<file path="src/rtl/api_pkg.sv">
// ----------------------------------------------------------------------------
// api_pkg - shared types and constants of the pose integrator
// payload words, microcode word layout, program table and arctangent table
// ----------------------------------------------------------------------------
package api_pkg;

    localparam int CORDIC_STEPS_DEF = 16;
    localparam int CW               = 34;   // cordic datapath width
    localparam int UC_AW            = 5;    // microcode address width

    localparam logic [15:0]        WB_RESET        = 16'd512;
    localparam logic signed [33:0] CORDIC_GAIN_INV = 34'sd652032874;
    localparam logic signed [31:0] RAD_TO_BAM      = 32'sd683565276;

    typedef struct packed {
        logic               kind;
        logic signed [15:0] speed;
        logic signed [15:0] turn_rate;
        logic [15:0]        elapsed;
    } t_in_item;

    typedef struct packed {
        logic signed [31:0] pos_x;
        logic signed [31:0] pos_y;
        logic [15:0]        heading;
        logic signed [15:0] steer_angle;
    } t_out_item;

    // datapath operations
    typedef enum logic [3:0] {
        U_NOP,
        U_HOLD,
        U_VEC_INIT,
        U_VEC_STEP,
        U_STEER,
        U_ROT_INIT,
        U_CAP_VDT,
        U_CAP_WDT,
        U_ROT_STEP,
        U_ROT_FLIP,
        U_ADD_X,
        U_ADD_Y,
        U_ADD_H,
        U_EMIT
    } t_uop;

    // multiplier operand selection
    typedef enum logic [2:0] {
        M_NONE,
        M_WB_W,
        M_V_DT,
        M_W_DT,
        M_T_C,
        M_T_S,
        M_U_K
    } t_msel;

    // sequencing
    typedef enum logic [2:0] {
        SEQ_NEXT,
        SEQ_GOTO,
        SEQ_IF,
        SEQ_LOOP,
        SEQ_WAIT_IN,
        SEQ_WAIT_OUT
    } t_seq;

    typedef enum logic [1:0] {
        C_NONE,
        C_TICK,
        C_VW_ZERO,
        C_DT_ZERO
    } t_cond;

    typedef struct packed {
        t_uop             uop;
        t_msel            msel;
        t_seq             seq;
        t_cond            cond;
        logic [UC_AW-1:0] target;
    } t_uword;

    // program addresses
    localparam logic [UC_AW-1:0] ST_FETCH    = 5'd0;
    localparam logic [UC_AW-1:0] ST_DISP     = 5'd1;
    localparam logic [UC_AW-1:0] ST_HOLD     = 5'd2;
    localparam logic [UC_AW-1:0] ST_MUL_WBW  = 5'd3;
    localparam logic [UC_AW-1:0] ST_VEC_INIT = 5'd4;
    localparam logic [UC_AW-1:0] ST_VEC_LOOP = 5'd5;
    localparam logic [UC_AW-1:0] ST_STEER    = 5'd6;
    localparam logic [UC_AW-1:0] ST_TICK     = 5'd7;
    localparam logic [UC_AW-1:0] ST_ROT_INIT = 5'd8;
    localparam logic [UC_AW-1:0] ST_CAP_VDT  = 5'd9;
    localparam logic [UC_AW-1:0] ST_CAP_WDT  = 5'd10;
    localparam logic [UC_AW-1:0] ST_ROT_LOOP = 5'd11;
    localparam logic [UC_AW-1:0] ST_ROT_FLIP = 5'd12;
    localparam logic [UC_AW-1:0] ST_MUL_C    = 5'd13;
    localparam logic [UC_AW-1:0] ST_ADD_X    = 5'd14;
    localparam logic [UC_AW-1:0] ST_ADD_Y    = 5'd15;
    localparam logic [UC_AW-1:0] ST_ADD_H    = 5'd16;
    localparam logic [UC_AW-1:0] ST_EMIT     = 5'd17;

    function automatic t_uword uc_rom(input logic [UC_AW-1:0] addr);
        t_uword w;
        w = '{uop: U_NOP, msel: M_NONE, seq: SEQ_GOTO, cond: C_NONE, target: ST_FETCH};
        case (addr)
            ST_FETCH:    w = '{U_NOP,      M_NONE, SEQ_WAIT_IN,  C_NONE,    ST_FETCH};
            ST_DISP:     w = '{U_NOP,      M_NONE, SEQ_IF,       C_TICK,    ST_TICK};
            ST_HOLD:     w = '{U_HOLD,     M_NONE, SEQ_IF,       C_VW_ZERO, ST_FETCH};
            ST_MUL_WBW:  w = '{U_NOP,      M_WB_W, SEQ_NEXT,     C_NONE,    ST_FETCH};
            ST_VEC_INIT: w = '{U_VEC_INIT, M_NONE, SEQ_NEXT,     C_NONE,    ST_FETCH};
            ST_VEC_LOOP: w = '{U_VEC_STEP, M_NONE, SEQ_LOOP,     C_NONE,    ST_FETCH};
            ST_STEER:    w = '{U_STEER,    M_NONE, SEQ_GOTO,     C_NONE,    ST_FETCH};
            ST_TICK:     w = '{U_NOP,      M_NONE, SEQ_IF,       C_DT_ZERO, ST_FETCH};
            ST_ROT_INIT: w = '{U_ROT_INIT, M_V_DT, SEQ_NEXT,     C_NONE,    ST_FETCH};
            ST_CAP_VDT:  w = '{U_CAP_VDT,  M_W_DT, SEQ_NEXT,     C_NONE,    ST_FETCH};
            ST_CAP_WDT:  w = '{U_CAP_WDT,  M_NONE, SEQ_NEXT,     C_NONE,    ST_FETCH};
            ST_ROT_LOOP: w = '{U_ROT_STEP, M_NONE, SEQ_LOOP,     C_NONE,    ST_FETCH};
            ST_ROT_FLIP: w = '{U_ROT_FLIP, M_NONE, SEQ_NEXT,     C_NONE,    ST_FETCH};
            ST_MUL_C:    w = '{U_NOP,      M_T_C,  SEQ_NEXT,     C_NONE,    ST_FETCH};
            ST_ADD_X:    w = '{U_ADD_X,    M_T_S,  SEQ_NEXT,     C_NONE,    ST_FETCH};
            ST_ADD_Y:    w = '{U_ADD_Y,    M_U_K,  SEQ_NEXT,     C_NONE,    ST_FETCH};
            ST_ADD_H:    w = '{U_ADD_H,    M_NONE, SEQ_NEXT,     C_NONE,    ST_FETCH};
            ST_EMIT:     w = '{U_EMIT,     M_NONE, SEQ_WAIT_OUT, C_NONE,    ST_FETCH};
            default:     w = '{U_NOP,      M_NONE, SEQ_GOTO,     C_NONE,    ST_FETCH};
        endcase
        return w;
    endfunction

    // arctangent of 2^-i, 2^32 units per turn
    function automatic logic signed [CW-1:0] atan_entry(input logic [4:0] idx);
        logic signed [CW-1:0] a;
        a = '0;
        case (idx)
            5'd0:    a = 34'sd536870912;
            5'd1:    a = 34'sd316933406;
            5'd2:    a = 34'sd167458907;
            5'd3:    a = 34'sd85004756;
            5'd4:    a = 34'sd42667331;
            5'd5:    a = 34'sd21354465;
            5'd6:    a = 34'sd10679838;
            5'd7:    a = 34'sd5340245;
            5'd8:    a = 34'sd2670163;
            5'd9:    a = 34'sd1335087;
            5'd10:   a = 34'sd667544;
            5'd11:   a = 34'sd333772;
            5'd12:   a = 34'sd166886;
            5'd13:   a = 34'sd83443;
            5'd14:   a = 34'sd41722;
            5'd15:   a = 34'sd20861;
            5'd16:   a = 34'sd10430;
            5'd17:   a = 34'sd5215;
            5'd18:   a = 34'sd2608;
            5'd19:   a = 34'sd1304;
            5'd20:   a = 34'sd652;
            5'd21:   a = 34'sd326;
            5'd22:   a = 34'sd163;
            5'd23:   a = 34'sd81;
            default: a = '0;
        endcase
        return a;
    endfunction

endpackage

</file>
<file path="src/rtl/ackermann_pose_integrator.sv">
// ----------------------------------------------------------------------------
// ackermann_pose_integrator - dead-reckoning pose of a car-like vehicle
// microcoded sequencer over a shared cordic stage and one 32x32 multiplier
// ----------------------------------------------------------------------------
// usage
//   input channel (i_in_valid / o_in_ready / i_in_item): one word per item.
//   a command word latches speed and turn rate and recomputes the steering
//   angle; it gives no output word. a tick word with nonzero elapsed time
//   advances the pose and gives one output word (o_out_valid / i_out_ready /
//   o_out_item). a tick with zero elapsed time changes nothing.
//   config channel (i_cfg_valid / o_cfg_ready / i_cfg_axle_span) writes the
//   wheel base; it is always ready. the user must write it only while the
//   block idles; the block itself does not enforce this. flow: one item at
//   a time. a command with zero speed or turn rate and a zero tick return
//   to fetch after dispatch; any other command runs the vectoring cordic
//   loop and the steering step, a nonzero tick the rotation cordic loop,
//   the multiply and add steps and the emit step. the output register parts
//   the two sides: the next item is taken while a result waits; a new result
//   waits at the emit step while the receiver stalls the previous one.
//   reset: pose, held command and steering cleared, wheel base 2.0 m.
// ----------------------------------------------------------------------------
module ackermann_pose_integrator #(
    parameter int CORDIC_STEPS = api_pkg::CORDIC_STEPS_DEF
) (
    input  logic               i_clk,
    input  logic               i_rst_n,
    input  logic               i_in_valid,
    output logic               o_in_ready,
    input  api_pkg::t_in_item  i_in_item,
    output logic               o_out_valid,
    input  logic               i_out_ready,
    output api_pkg::t_out_item o_out_item,
    input  logic               i_cfg_valid,
    output logic               o_cfg_ready,
    input  logic [15:0]        i_cfg_axle_span
);
    import api_pkg::*;

    localparam int ITW = $clog2(CORDIC_STEPS);
    localparam logic [ITW-1:0] LAST_ITER = ITW'(CORDIC_STEPS - 1);

    // control and architectural state
    logic [UC_AW-1:0]   r_step, n_step;
    logic [ITW-1:0]     r_iter, n_iter;
    logic [15:0]        r_wb;
    logic signed [15:0] r_speed, n_speed;
    logic signed [15:0] r_turn, n_turn;
    logic signed [15:0] r_steer, n_steer;
    logic signed [31:0] r_posx, n_posx;
    logic signed [31:0] r_posy, n_posy;
    logic [15:0]        r_heading, n_heading;
    logic               r_out_valid, n_out_valid;

    // datapath
    t_in_item           r_item;
    t_out_item          r_out, n_out;
    logic signed [CW-1:0] r_x, n_x;
    logic signed [CW-1:0] r_y, n_y;
    logic signed [CW-1:0] r_z, n_z;
    logic               r_flip, n_flip;
    logic signed [63:0] r_prod, n_prod;
    logic signed [31:0] r_vdt, n_vdt;
    logic signed [31:0] r_wdt, n_wdt;

    t_uword             uw;
    logic               in_acc;
    logic               out_free;
    logic               cond_ok;
    logic signed [31:0] mul_a, mul_b;
    logic signed [CW-1:0] dx, dy, ang;
    logic signed [CW-1:0] spd_sh, prod34;
    logic signed [17:0] h18, hfold;
    logic signed [63:0] prod_rnd, disp;
    logic signed [CW-1:0] disp34, sum_x, sum_y, zrnd;

    assign uw          = uc_rom(r_step);
    assign o_in_ready  = (r_step == ST_FETCH);
    assign o_cfg_ready = 1'b1;
    assign in_acc      = i_in_valid && o_in_ready;
    assign out_free    = !r_out_valid || i_out_ready;
    assign o_out_valid = r_out_valid;
    assign o_out_item  = r_out;

    always_comb begin
        case (uw.cond)
            C_TICK:    cond_ok = r_item.kind;
            C_VW_ZERO: cond_ok = (r_item.speed == 16'sd0) || (r_item.turn_rate == 16'sd0);
            C_DT_ZERO: cond_ok = (r_item.elapsed == 16'd0);
            default:   cond_ok = 1'b0;
        endcase
    end

    // step counter
    always_comb begin
        case (uw.seq)
            SEQ_NEXT:     n_step = r_step + 1'b1;
            SEQ_GOTO:     n_step = uw.target;
            SEQ_IF:       n_step = cond_ok ? uw.target : r_step + 1'b1;
            SEQ_LOOP:     n_step = (r_iter == LAST_ITER) ? r_step + 1'b1 : r_step;
            SEQ_WAIT_IN:  n_step = in_acc ? r_step + 1'b1 : r_step;
            SEQ_WAIT_OUT: n_step = out_free ? uw.target : r_step;
            default:      n_step = ST_FETCH;
        endcase
    end

    // shared multiplier, product registered
    always_comb begin
        case (uw.msel)
            M_WB_W: begin
                mul_a = {16'd0, r_wb};
                mul_b = 32'(r_turn);
            end
            M_V_DT: begin
                mul_a = 32'(r_speed);
                mul_b = {16'd0, r_item.elapsed};
            end
            M_W_DT: begin
                mul_a = 32'(r_turn);
                mul_b = {16'd0, r_item.elapsed};
            end
            M_T_C: begin
                mul_a = r_vdt;
                mul_b = r_x[31:0];
            end
            M_T_S: begin
                mul_a = r_vdt;
                mul_b = r_y[31:0];
            end
            M_U_K: begin
                mul_a = r_wdt;
                mul_b = RAD_TO_BAM;
            end
            default: begin
                mul_a = '0;
                mul_b = '0;
            end
        endcase
        n_prod = (uw.msel == M_NONE) ? r_prod : mul_a * mul_b;
    end

    // shared arithmetic terms
    always_comb begin
        dx       = r_y >>> r_iter;
        dy       = r_x >>> r_iter;
        ang      = atan_entry(5'(r_iter));
        spd_sh   = {{6{r_speed[15]}}, r_speed, 12'd0};
        prod34   = r_prod[CW-1:0];
        h18      = {{2{r_heading[15]}}, r_heading};
        // fold into the right half plane, negate the result afterwards
        if (h18 > 18'sd16384) begin
            hfold = h18 - 18'sd32768;
        end else if (h18 < -18'sd16384) begin
            hfold = h18 + 18'sd32768;
        end else begin
            hfold = h18;
        end
        prod_rnd = r_prod + (64'sd1 <<< 37);
        disp     = prod_rnd >>> 38;
        disp34   = disp[CW-1:0];
        sum_x    = {{2{r_posx[31]}}, r_posx} + disp34;
        sum_y    = {{2{r_posy[31]}}, r_posy} + disp34;
        zrnd     = (r_z + 34'sd32768) >>> 16;
    end

    always_comb begin
        n_iter      = r_iter;
        n_speed     = r_speed;
        n_turn      = r_turn;
        n_steer     = r_steer;
        n_posx      = r_posx;
        n_posy      = r_posy;
        n_heading   = r_heading;
        n_x         = r_x;
        n_y         = r_y;
        n_z         = r_z;
        n_flip      = r_flip;
        n_vdt       = r_vdt;
        n_wdt       = r_wdt;
        n_out       = r_out;
        n_out_valid = r_out_valid && !i_out_ready;
        case (uw.uop)
            U_HOLD: begin
                n_speed = r_item.speed;
                n_turn  = r_item.turn_rate;
                n_steer = '0;
            end
            U_VEC_INIT: begin
                n_x    = r_speed[15] ? -spd_sh : spd_sh;
                n_y    = r_speed[15] ? -prod34 : prod34;
                n_z    = '0;
                n_iter = '0;
            end
            U_VEC_STEP: begin
                if (r_y > 34'sd0) begin
                    n_x = r_x + dx;
                    n_y = r_y - dy;
                    n_z = r_z + ang;
                end else begin
                    n_x = r_x - dx;
                    n_y = r_y + dy;
                    n_z = r_z - ang;
                end
                n_iter = r_iter + 1'b1;
            end
            U_STEER: begin
                if (zrnd > 34'sd16384) begin
                    n_steer = 16'sd16384;
                end else if (zrnd < -34'sd16384) begin
                    n_steer = -16'sd16384;
                end else begin
                    n_steer = zrnd[15:0];
                end
            end
            U_ROT_INIT: begin
                n_x    = CORDIC_GAIN_INV;
                n_y    = '0;
                n_z    = {hfold, 16'd0};
                n_flip = (hfold != h18);
                n_iter = '0;
            end
            U_CAP_VDT: n_vdt = r_prod[31:0];
            U_CAP_WDT: n_wdt = r_prod[31:0];
            U_ROT_STEP: begin
                if (r_z >= 34'sd0) begin
                    n_x = r_x - dx;
                    n_y = r_y + dy;
                    n_z = r_z - ang;
                end else begin
                    n_x = r_x + dx;
                    n_y = r_y - dy;
                    n_z = r_z + ang;
                end
                n_iter = r_iter + 1'b1;
            end
            U_ROT_FLIP: begin
                if (r_flip) begin
                    n_x = -r_x;
                    n_y = -r_y;
                end
            end
            U_ADD_X: begin
                if (sum_x > 34'sd2147483647) begin
                    n_posx = 32'sh7fffffff;
                end else if (sum_x < -34'sd2147483648) begin
                    n_posx = 32'sh80000000;
                end else begin
                    n_posx = sum_x[31:0];
                end
            end
            U_ADD_Y: begin
                if (sum_y > 34'sd2147483647) begin
                    n_posy = 32'sh7fffffff;
                end else if (sum_y < -34'sd2147483648) begin
                    n_posy = 32'sh80000000;
                end else begin
                    n_posy = sum_y[31:0];
                end
            end
            U_ADD_H: begin
                // round to whole binary-angle units, wrap modulo one turn
                n_heading = r_heading + 16'((r_prod + (64'sd1 <<< 43)) >>> 44);
            end
            U_EMIT: begin
                if (out_free) begin
                    n_out.pos_x       = r_posx;
                    n_out.pos_y       = r_posy;
                    n_out.heading     = r_heading;
                    n_out.steer_angle = r_steer;
                    n_out_valid       = 1'b1;
                end
            end
            default: begin
            end
        endcase
    end

    always_ff @(posedge i_clk) begin
        if (!i_rst_n) begin
            r_step      <= ST_FETCH;
            r_iter      <= '0;
            r_wb        <= WB_RESET;
            r_speed     <= '0;
            r_turn      <= '0;
            r_steer     <= '0;
            r_posx      <= '0;
            r_posy      <= '0;
            r_heading   <= '0;
            r_out_valid <= 1'b0;
        end else begin
            r_step      <= n_step;
            r_iter      <= n_iter;
            r_speed     <= n_speed;
            r_turn      <= n_turn;
            r_steer     <= n_steer;
            r_posx      <= n_posx;
            r_posy      <= n_posy;
            r_heading   <= n_heading;
            r_out_valid <= n_out_valid;
            if (i_cfg_valid) begin
                r_wb <= i_cfg_axle_span;
            end
        end
    end

    always_ff @(posedge i_clk) begin
        if (in_acc) begin
            r_item <= i_in_item;
        end
        r_out  <= n_out;
        r_x    <= n_x;
        r_y    <= n_y;
        r_z    <= n_z;
        r_flip <= n_flip;
        r_prod <= n_prod;
        r_vdt  <= n_vdt;
        r_wdt  <= n_wdt;
    end

`ifndef SYNTHESIS
    a_step_range: assert property (@(posedge i_clk) disable iff (!i_rst_n)
        r_step <= ST_EMIT)
        else $error("step counter left the program");

    a_zero_tick: assert property (@(posedge i_clk) disable iff (!i_rst_n)
        (in_acc && i_in_item.kind && (i_in_item.elapsed == 16'd0)) |-> ##3 o_in_ready)
        else $error("zero tick did not return to fetch");

    a_emit_src: assert property (@(posedge i_clk) disable iff (!i_rst_n)
        $rose(r_out_valid) |-> ($past(r_step) == ST_EMIT))
        else $error("output word raised outside the emit step");

    a_heading_src: assert property (@(posedge i_clk) disable iff (!i_rst_n)
        !$stable(r_heading) |-> ($past(r_step) == ST_ADD_H))
        else $error("heading changed outside its update step");

    a_steer_range: assert property (@(posedge i_clk) disable iff (!i_rst_n)
        o_out_valid |-> ((o_out_item.steer_angle <= 16'sd16384)
                      && (o_out_item.steer_angle >= -16'sd16384)))
        else $error("steering angle out of range");
`endif

endmodule

</file>
<file path="config.mk">
export PLATFORM = sky130hd
export DESIGN_NAME = ackermann_pose_integrator
export DESIGN_NICKNAME = d
export VERILOG_FILES = /design/src/rtl/api_pkg.sv /design/src/rtl/ackermann_pose_integrator.sv
export SDC_FILE = /design/constraint.sdc
export NUM_CORES = 2
export LEC_CHECK = 0
export BUFFER_PORTS_ARGS = -buffer_cell sky130_fd_sc_hd__buf_2
export CAP_MARGIN = 20
export CORE_MARGIN = 2
export CORE_UTILIZATION = 34
export DETAILED_ROUTE_END_ITERATION = 8
export SYNTH_ARGS = -nofsm -noshare
export SYNTH_HDL_FRONTEND = slang
export SYNTH_SLANG_ARGS = --single-unit
</file>
<file path="constraint.sdc">
create_clock -name i_clk -period 13.22 [get_ports i_clk]
set_input_delay 0.661 -clock i_clk [delete_from_list [all_inputs] [get_ports i_clk]]
set_output_delay 0.661 -clock i_clk [all_outputs]
set_load 0.005 [all_outputs]
</file>
Word-level counts from Yosys, hierarchy flattened

Memories as Yosys holds them, arrays and structs flattened. A register that Yosys moved wholly into a read port is not among the register bits.
Index checks and enable logic that the tools add are counted.
W data, S select, Z words.

Register bits: 530
Bits in latches: 0
Bits in writable memories: 0
ROM bits: 960
Output and inout bits: 99
Memories kept: 2

$add $sub $neg: 20
Multipliers: 1
Divide/modulo/power cells: 0
$lt $le $gt $ge: 10
Eq/ne operators: 33
Shift operators: 2
Mux-type cells: 37
Bitwise logic cells: 0
Reduce and logical (&&, ||, !) cells: 23

Memory list:

| name            | depth | width | read ports | clocked after Yosys merged registers in | wr ports | line           | source |
|---|---|---|---|---|---|---|---|
| (no name shown) | 16    | 30    | 1          | 1                                       | 0        | api_pkg.sv:134 | `case (idx)` |
| (no name shown) | 32    | 15    | 1          | 1                                       | 0        | api_pkg.sv:106 | `case (addr)` |

Operators by type and width:

| cell                     | number |
|---|---|
| $mux W34                 | 10 |
| $pmux W34 S5             | 2 |
| $pmux W32 S5             | 2 |
| $pmux W34 S4             | 1 |
| $mux W32                 | 4 |
| $add A34 B34 Y34         | 3 |
| $neg A34 Y34             | 3 |
| $sub A34 B34 Y34         | 3 |
| $sshr A34 B4 Y34         | 2 |
| $add A32 B26 Y33         | 2 |
| $gt A33 B32 Y1 const B   | 2 |
| $lt A33 B32 Y1 const B   | 2 |
| $add A64 B39 Y64 const B | 1 |
| $mul A32 B32 Y64         | 1 |
| $add A60 B45 Y60 const B | 1 |
| $logic_not A16 Y1        | 3 |
| $mux W18                 | 2 |
| $add A34 B17 Y34 const B | 1 |
| $ge A34 B1 Y1 const B    | 1 |
| $gt A34 B1 Y1 const B    | 1 |
| $neg A28 Y34             | 1 |
| $mux W16                 | 2 |
| $pmux W16 S2             | 1 |
| $mux W5                  | 6 |
| other kinds (36)         | 69 |

Longest topological paths before layout

Depth after elaboration: 7
Mapped depth: 38

Worst setup path after synthesis

OpenSTA, ideal clock, no wires.

Path kind: register -> register
Start: register, netlist name uw[11]
End: register r_prod[63] (data pin)
Setup time: 0.260 ns
Data arrival time: 9.409 ns
Required time: 12.960 ns
Slack: 3.551 ns
Cell stages (with the launch flop): 34
Clock period less this slack: 9.669 ns
Cell sequence: dfxtp_1 clkbuf_1 clkinv_1 nor3_1 clkbuf_1 a221o_1 clkbuf_1 nand2_1 inv_1 fa_1 inv_1 fa_1 inv_1 fa_1 fa_1 inv_1 fa_1 inv_1 fa_1 inv_1 fa_1 inv_1 fa_1 ha_1 and3_1 clkbuf_1 and2_1 o41ai_1 nand4b_1 o21ai_0 o211ai_1 a31o_2 a21o_1 xnor2_1

Word-level cells in the longest chain between the ends: 4
Elaborated cells on any way between the ends: 11
Those cells by class: 1 x mul; 6 x eq/ne; 2 x mux; 2 x reduce/logical

RTL lines:

| item                                         | line                             | source |
|---|---|---|
| $eq A3 B3 Y1 or $eq A3 B2 Y1 (tied branches) | ackermann_pose_integrator.sv:108 | `case (uw.msel)` |
| $reduce_or A2 Y1 (no source line)            | n/a                              |  |
| $pmux W32 S5                                 | ackermann_pose_integrator.sv:108 |  |
| $mul A32 B32 Y64 *                           | ackermann_pose_integrator.sv:138 | `n_prod = (uw.msel == M_NONE) ? r_prod : mul_a * mul_b;` |
| end signal, assigned                         | ackermann_pose_integrator.sv:314 | `r_prod <= n_prod;` |
| end, declared                                | ackermann_pose_integrator.sv:61  | `logic signed [63:0] r_prod, n_prod;` |

Every way passes the cells marked *; elsewhere a longest branch is shown, timed or not.
A chain may end at the register's enable or synchronous reset.

Final worst setup path

Start: register, netlist name uw[11]
End: register r_prod[62] (data pin)

Word-level cells in the longest chain between the ends: 4
Elaborated cells on any way between the ends: 11
Those cells by class: 1 x mul; 6 x eq/ne; 2 x mux; 2 x reduce/logical

RTL lines:

| item                                         | line |
|---|---|
| $eq A3 B3 Y1 or $eq A3 B2 Y1 (tied branches) | ackermann_pose_integrator.sv:108 |
| $reduce_or A2 Y1 (no source line)            | n/a |
| $pmux W32 S5                                 | ackermann_pose_integrator.sv:108 |
| $mul A32 B32 Y64 *                           | ackermann_pose_integrator.sv:138 |

Marks and branches as above.

==> metrics <==
Synth Instances 8731; RSZ-0062 raised after global routing false; HP Class input port to flip-flop; drt total wl 283 mm; clock buffer depth 3; later-pin clock latency in the skew report 0.71 ns; power share of the combinational group 0.158; fmax 85.0 MHz; final setup fails 0; P_leak 0.0369 uW; Layout area overhead 8.92%; fraction of the mapped netlist area in compound gates 0.149; Core Rows 175; share of cells above drive strength 1 0.0741; yosys warns 0; most common cell in the netlist inv_1; xor and xnor area share after synthesis 0.0366; Power Density 59.0 nW/um^2; Internal 3420 uW; largest family of logic cells by synthesized area adder cells; first-pass GRT wire length 419 mm; CP endpoint kind flip-flop; Synthesized Nets 10400; sw power 1580 uW; Adder-Cell Fraction of Synth Area 0.362; Starting Density 0.342; asr flop ratio synth 0; Synth Area in Simple Gates 0.144; 1st-pass router iterations 8; sequential fraction of the synthesis area 0.195; most used cell, CP fa_1; Max-Cap Viols 0; top post-synthesis cells by area fa_1 28%, edfxtp_1 14%, ha_1 7.7%; Reg power frac 0.433; Worst-Margin Slew 1.32 ns; Post-synth top flop edfxtp_1; gr busiest metal met2; critical path type flip-flop to flip-flop; CP arrival 12.19 ns; Starting DRT DRC Count 6187; Reg clk slew, reported paths 0.06 ns; synthesized flop and latch total 570; Switching Share 0.316; initial antenna violation count 20; clock skew after layout 0.0498 ns; met1 Track Usage GR 0.306; CTS tree yes; peak supply drop 0.0701 mV; width of the die 482 um; Slew headroom 0.121; Slew Limit Fails 0; clock power share 0.409; Vias/cell 5.58; min cycle time layout 11.76 ns; Post-synth EDFFs 373; status finished, final reports clean; CP startpoint kind flip-flop; clock root buffer clkbuf_16; Via Count 65500; fin nets 10300; ANT nets after route 0; GRT Total Usage 0.239; TNS Setup 0 ns; met2 Resource Use GR 0.382; count of different cell masters after synthesis 90; Inserted Clock Buffers 69; post-synth top area cell fa_1; power consumption 5000 uW; num ports 169; Worst Path Required 13.65 ns; Core ar. 227000 sq um; clk sinks 570; vias in the first global route 65300; Post-CTS Repair Setup Buffers 0; top-area cell type share of the netlist area 0.281; Fin. Hold Viols 0; post-synthesis mux area share 0.0296; IO Port Bufs 167; count of hold-fix buffers inserted at cts 0; Final Cycle Share 0.889; CTS resizes 0; wire per inst 24.1 um; leading post-synthesis cells by instance count 1233 x inv_1, 1091 x fa_1, 1069 x nand2_1; Avg Cell Area, Syn 8.91 sq um; # H-tree levels 3; Max stage delay cell, worst path nor2_4; critical path's largest stage delay 0.85 ns; CP max FO 30; GPL Wtd Cong 0.964; die area 233000 sq um; drt drc 0; grt total ovfl 0; largest net degree at the start of global routing 91; Mapped Area 77800 sq um; GR met3 Demand/Resource 0.0429; Die H 482 um; dpl hpwl 221 mm
==> per-stage QoR <==
| step | util | area [sq um] | setup slack, ns | instances | hold WS, ns |
|---|---|---|---|---|---|
| floorplan | - | 77800 | 3.55 | 8731 | 0.409 |
| global placement | 0.361 | 82200 | 1.87 | 11600 | 0.425 |
| detailed placement | 0.361 | 82200 | 1.66 | 11600 | 0.419 |
| CTS | 0.372 | 84500 | 1.63 | 11700 | 0.106 |
| global route | 0.372 | 84700 | 0.981 | 11700 | 0.135 |
| finish | 0.372 | 84700 | 1.46 | 11700 | 0.146 |
==> state kept, by name (all words and copies together) (netlist names), 30 cells and up <==
name and count:
r_prod 61, r_vdt 32, r_wdt 32, r_posx 32, r_item 49, o_out_item 96, r_posy 32, ang 30
r_y 34, r_z 34, r_x 34
==> cells in the final DEF, fill, tap and decap left out, drive strengths merged, types with 91 or more instances in the layout <==
cell type  count
dfxtp        197
xnor2        193
xor2         132
ha           477
nor3          91
mux2i        132
fa          1091
nand3         92
nor2         879
a21oi        462
buf          333
nand2       1069
o21ai        315
a21o         161
edfxtp       373
inv         1239
==> path summary, 6_finish.rpt <==
path | startpoint | to | slack (ns) | cells past startpoint
worst max-delay path | uw[11] | r_prod[62] | 1.46 | 31
worst min-delay path | i_in_item[19] | r_item[19] | 0.15 | 1
worst max register to register | uw[11] | r_prod[62] | 1.46 | 31
worst min register to register | r_steer[5] | o_out_item[5] | 0.44 | 0
==> per-layer routing <==
layer,up-vias,share of wire
met2,3094,0.45
met1,32800,0.40
met3,690,0.082
met5,-,0.00045
li1,28900,-
met4,10,0.062
==> layout make-up <==
| type | instances | area [sq um] |
|---|---|---|
| Tap cell | 3009 | 3760 |
| Antenna cell | 8 | 20.0 |
| Fill cell | 22800 | 143000 |
| Timing Repair Buffer | 333 | 2220 |
| Clock buffer | 85 | 1840 |
| Inverter | 1239 | 4650 |
| Sequential cell | 570 | 15200 |
| Multi-Input combinational cell | 6443 | 56600 |
| Clock inverter | 40 | 508 |
==> worst max-delay path, delay by kind of cell (launching register included) <==
kind,cells,cell delay (ns)
compound gates,6,2.34
buf+inv,8,1.53
flops,1,0.63
simple gates,7,2.33
fa+ha+maj,9,4.43
xor+xnor,1,0.17
==> power by group through the flow <==
stage | Combinational, uW | Clock [uW] | Sequential [uW]
after floorplan | 530 | 0 | 2090
after global routing | 854 | 2140 | 2160
after CTS | 780 | 2090 | 2160
after global placement | 766 | 0 | 2200
final | 789 | 2040 | 2160
after detailed placement | 775 | 0 | 2200
==> kinds of logic (layout without fill, tap and decap cells) <==
family	Yosys count	after routing
AO/OA/AOI/OAI	1727	1727
XOR/XNOR	325	325
adder cells (fa/ha/maj)	1605	1605
buffers and inverters	1718	1697
flip-flops	570	570
multiplexers	195	195
other	1	9
AND/OR/NAND/NOR	2590	2590
Note: power is estimated with default switching activity, not from simulation.
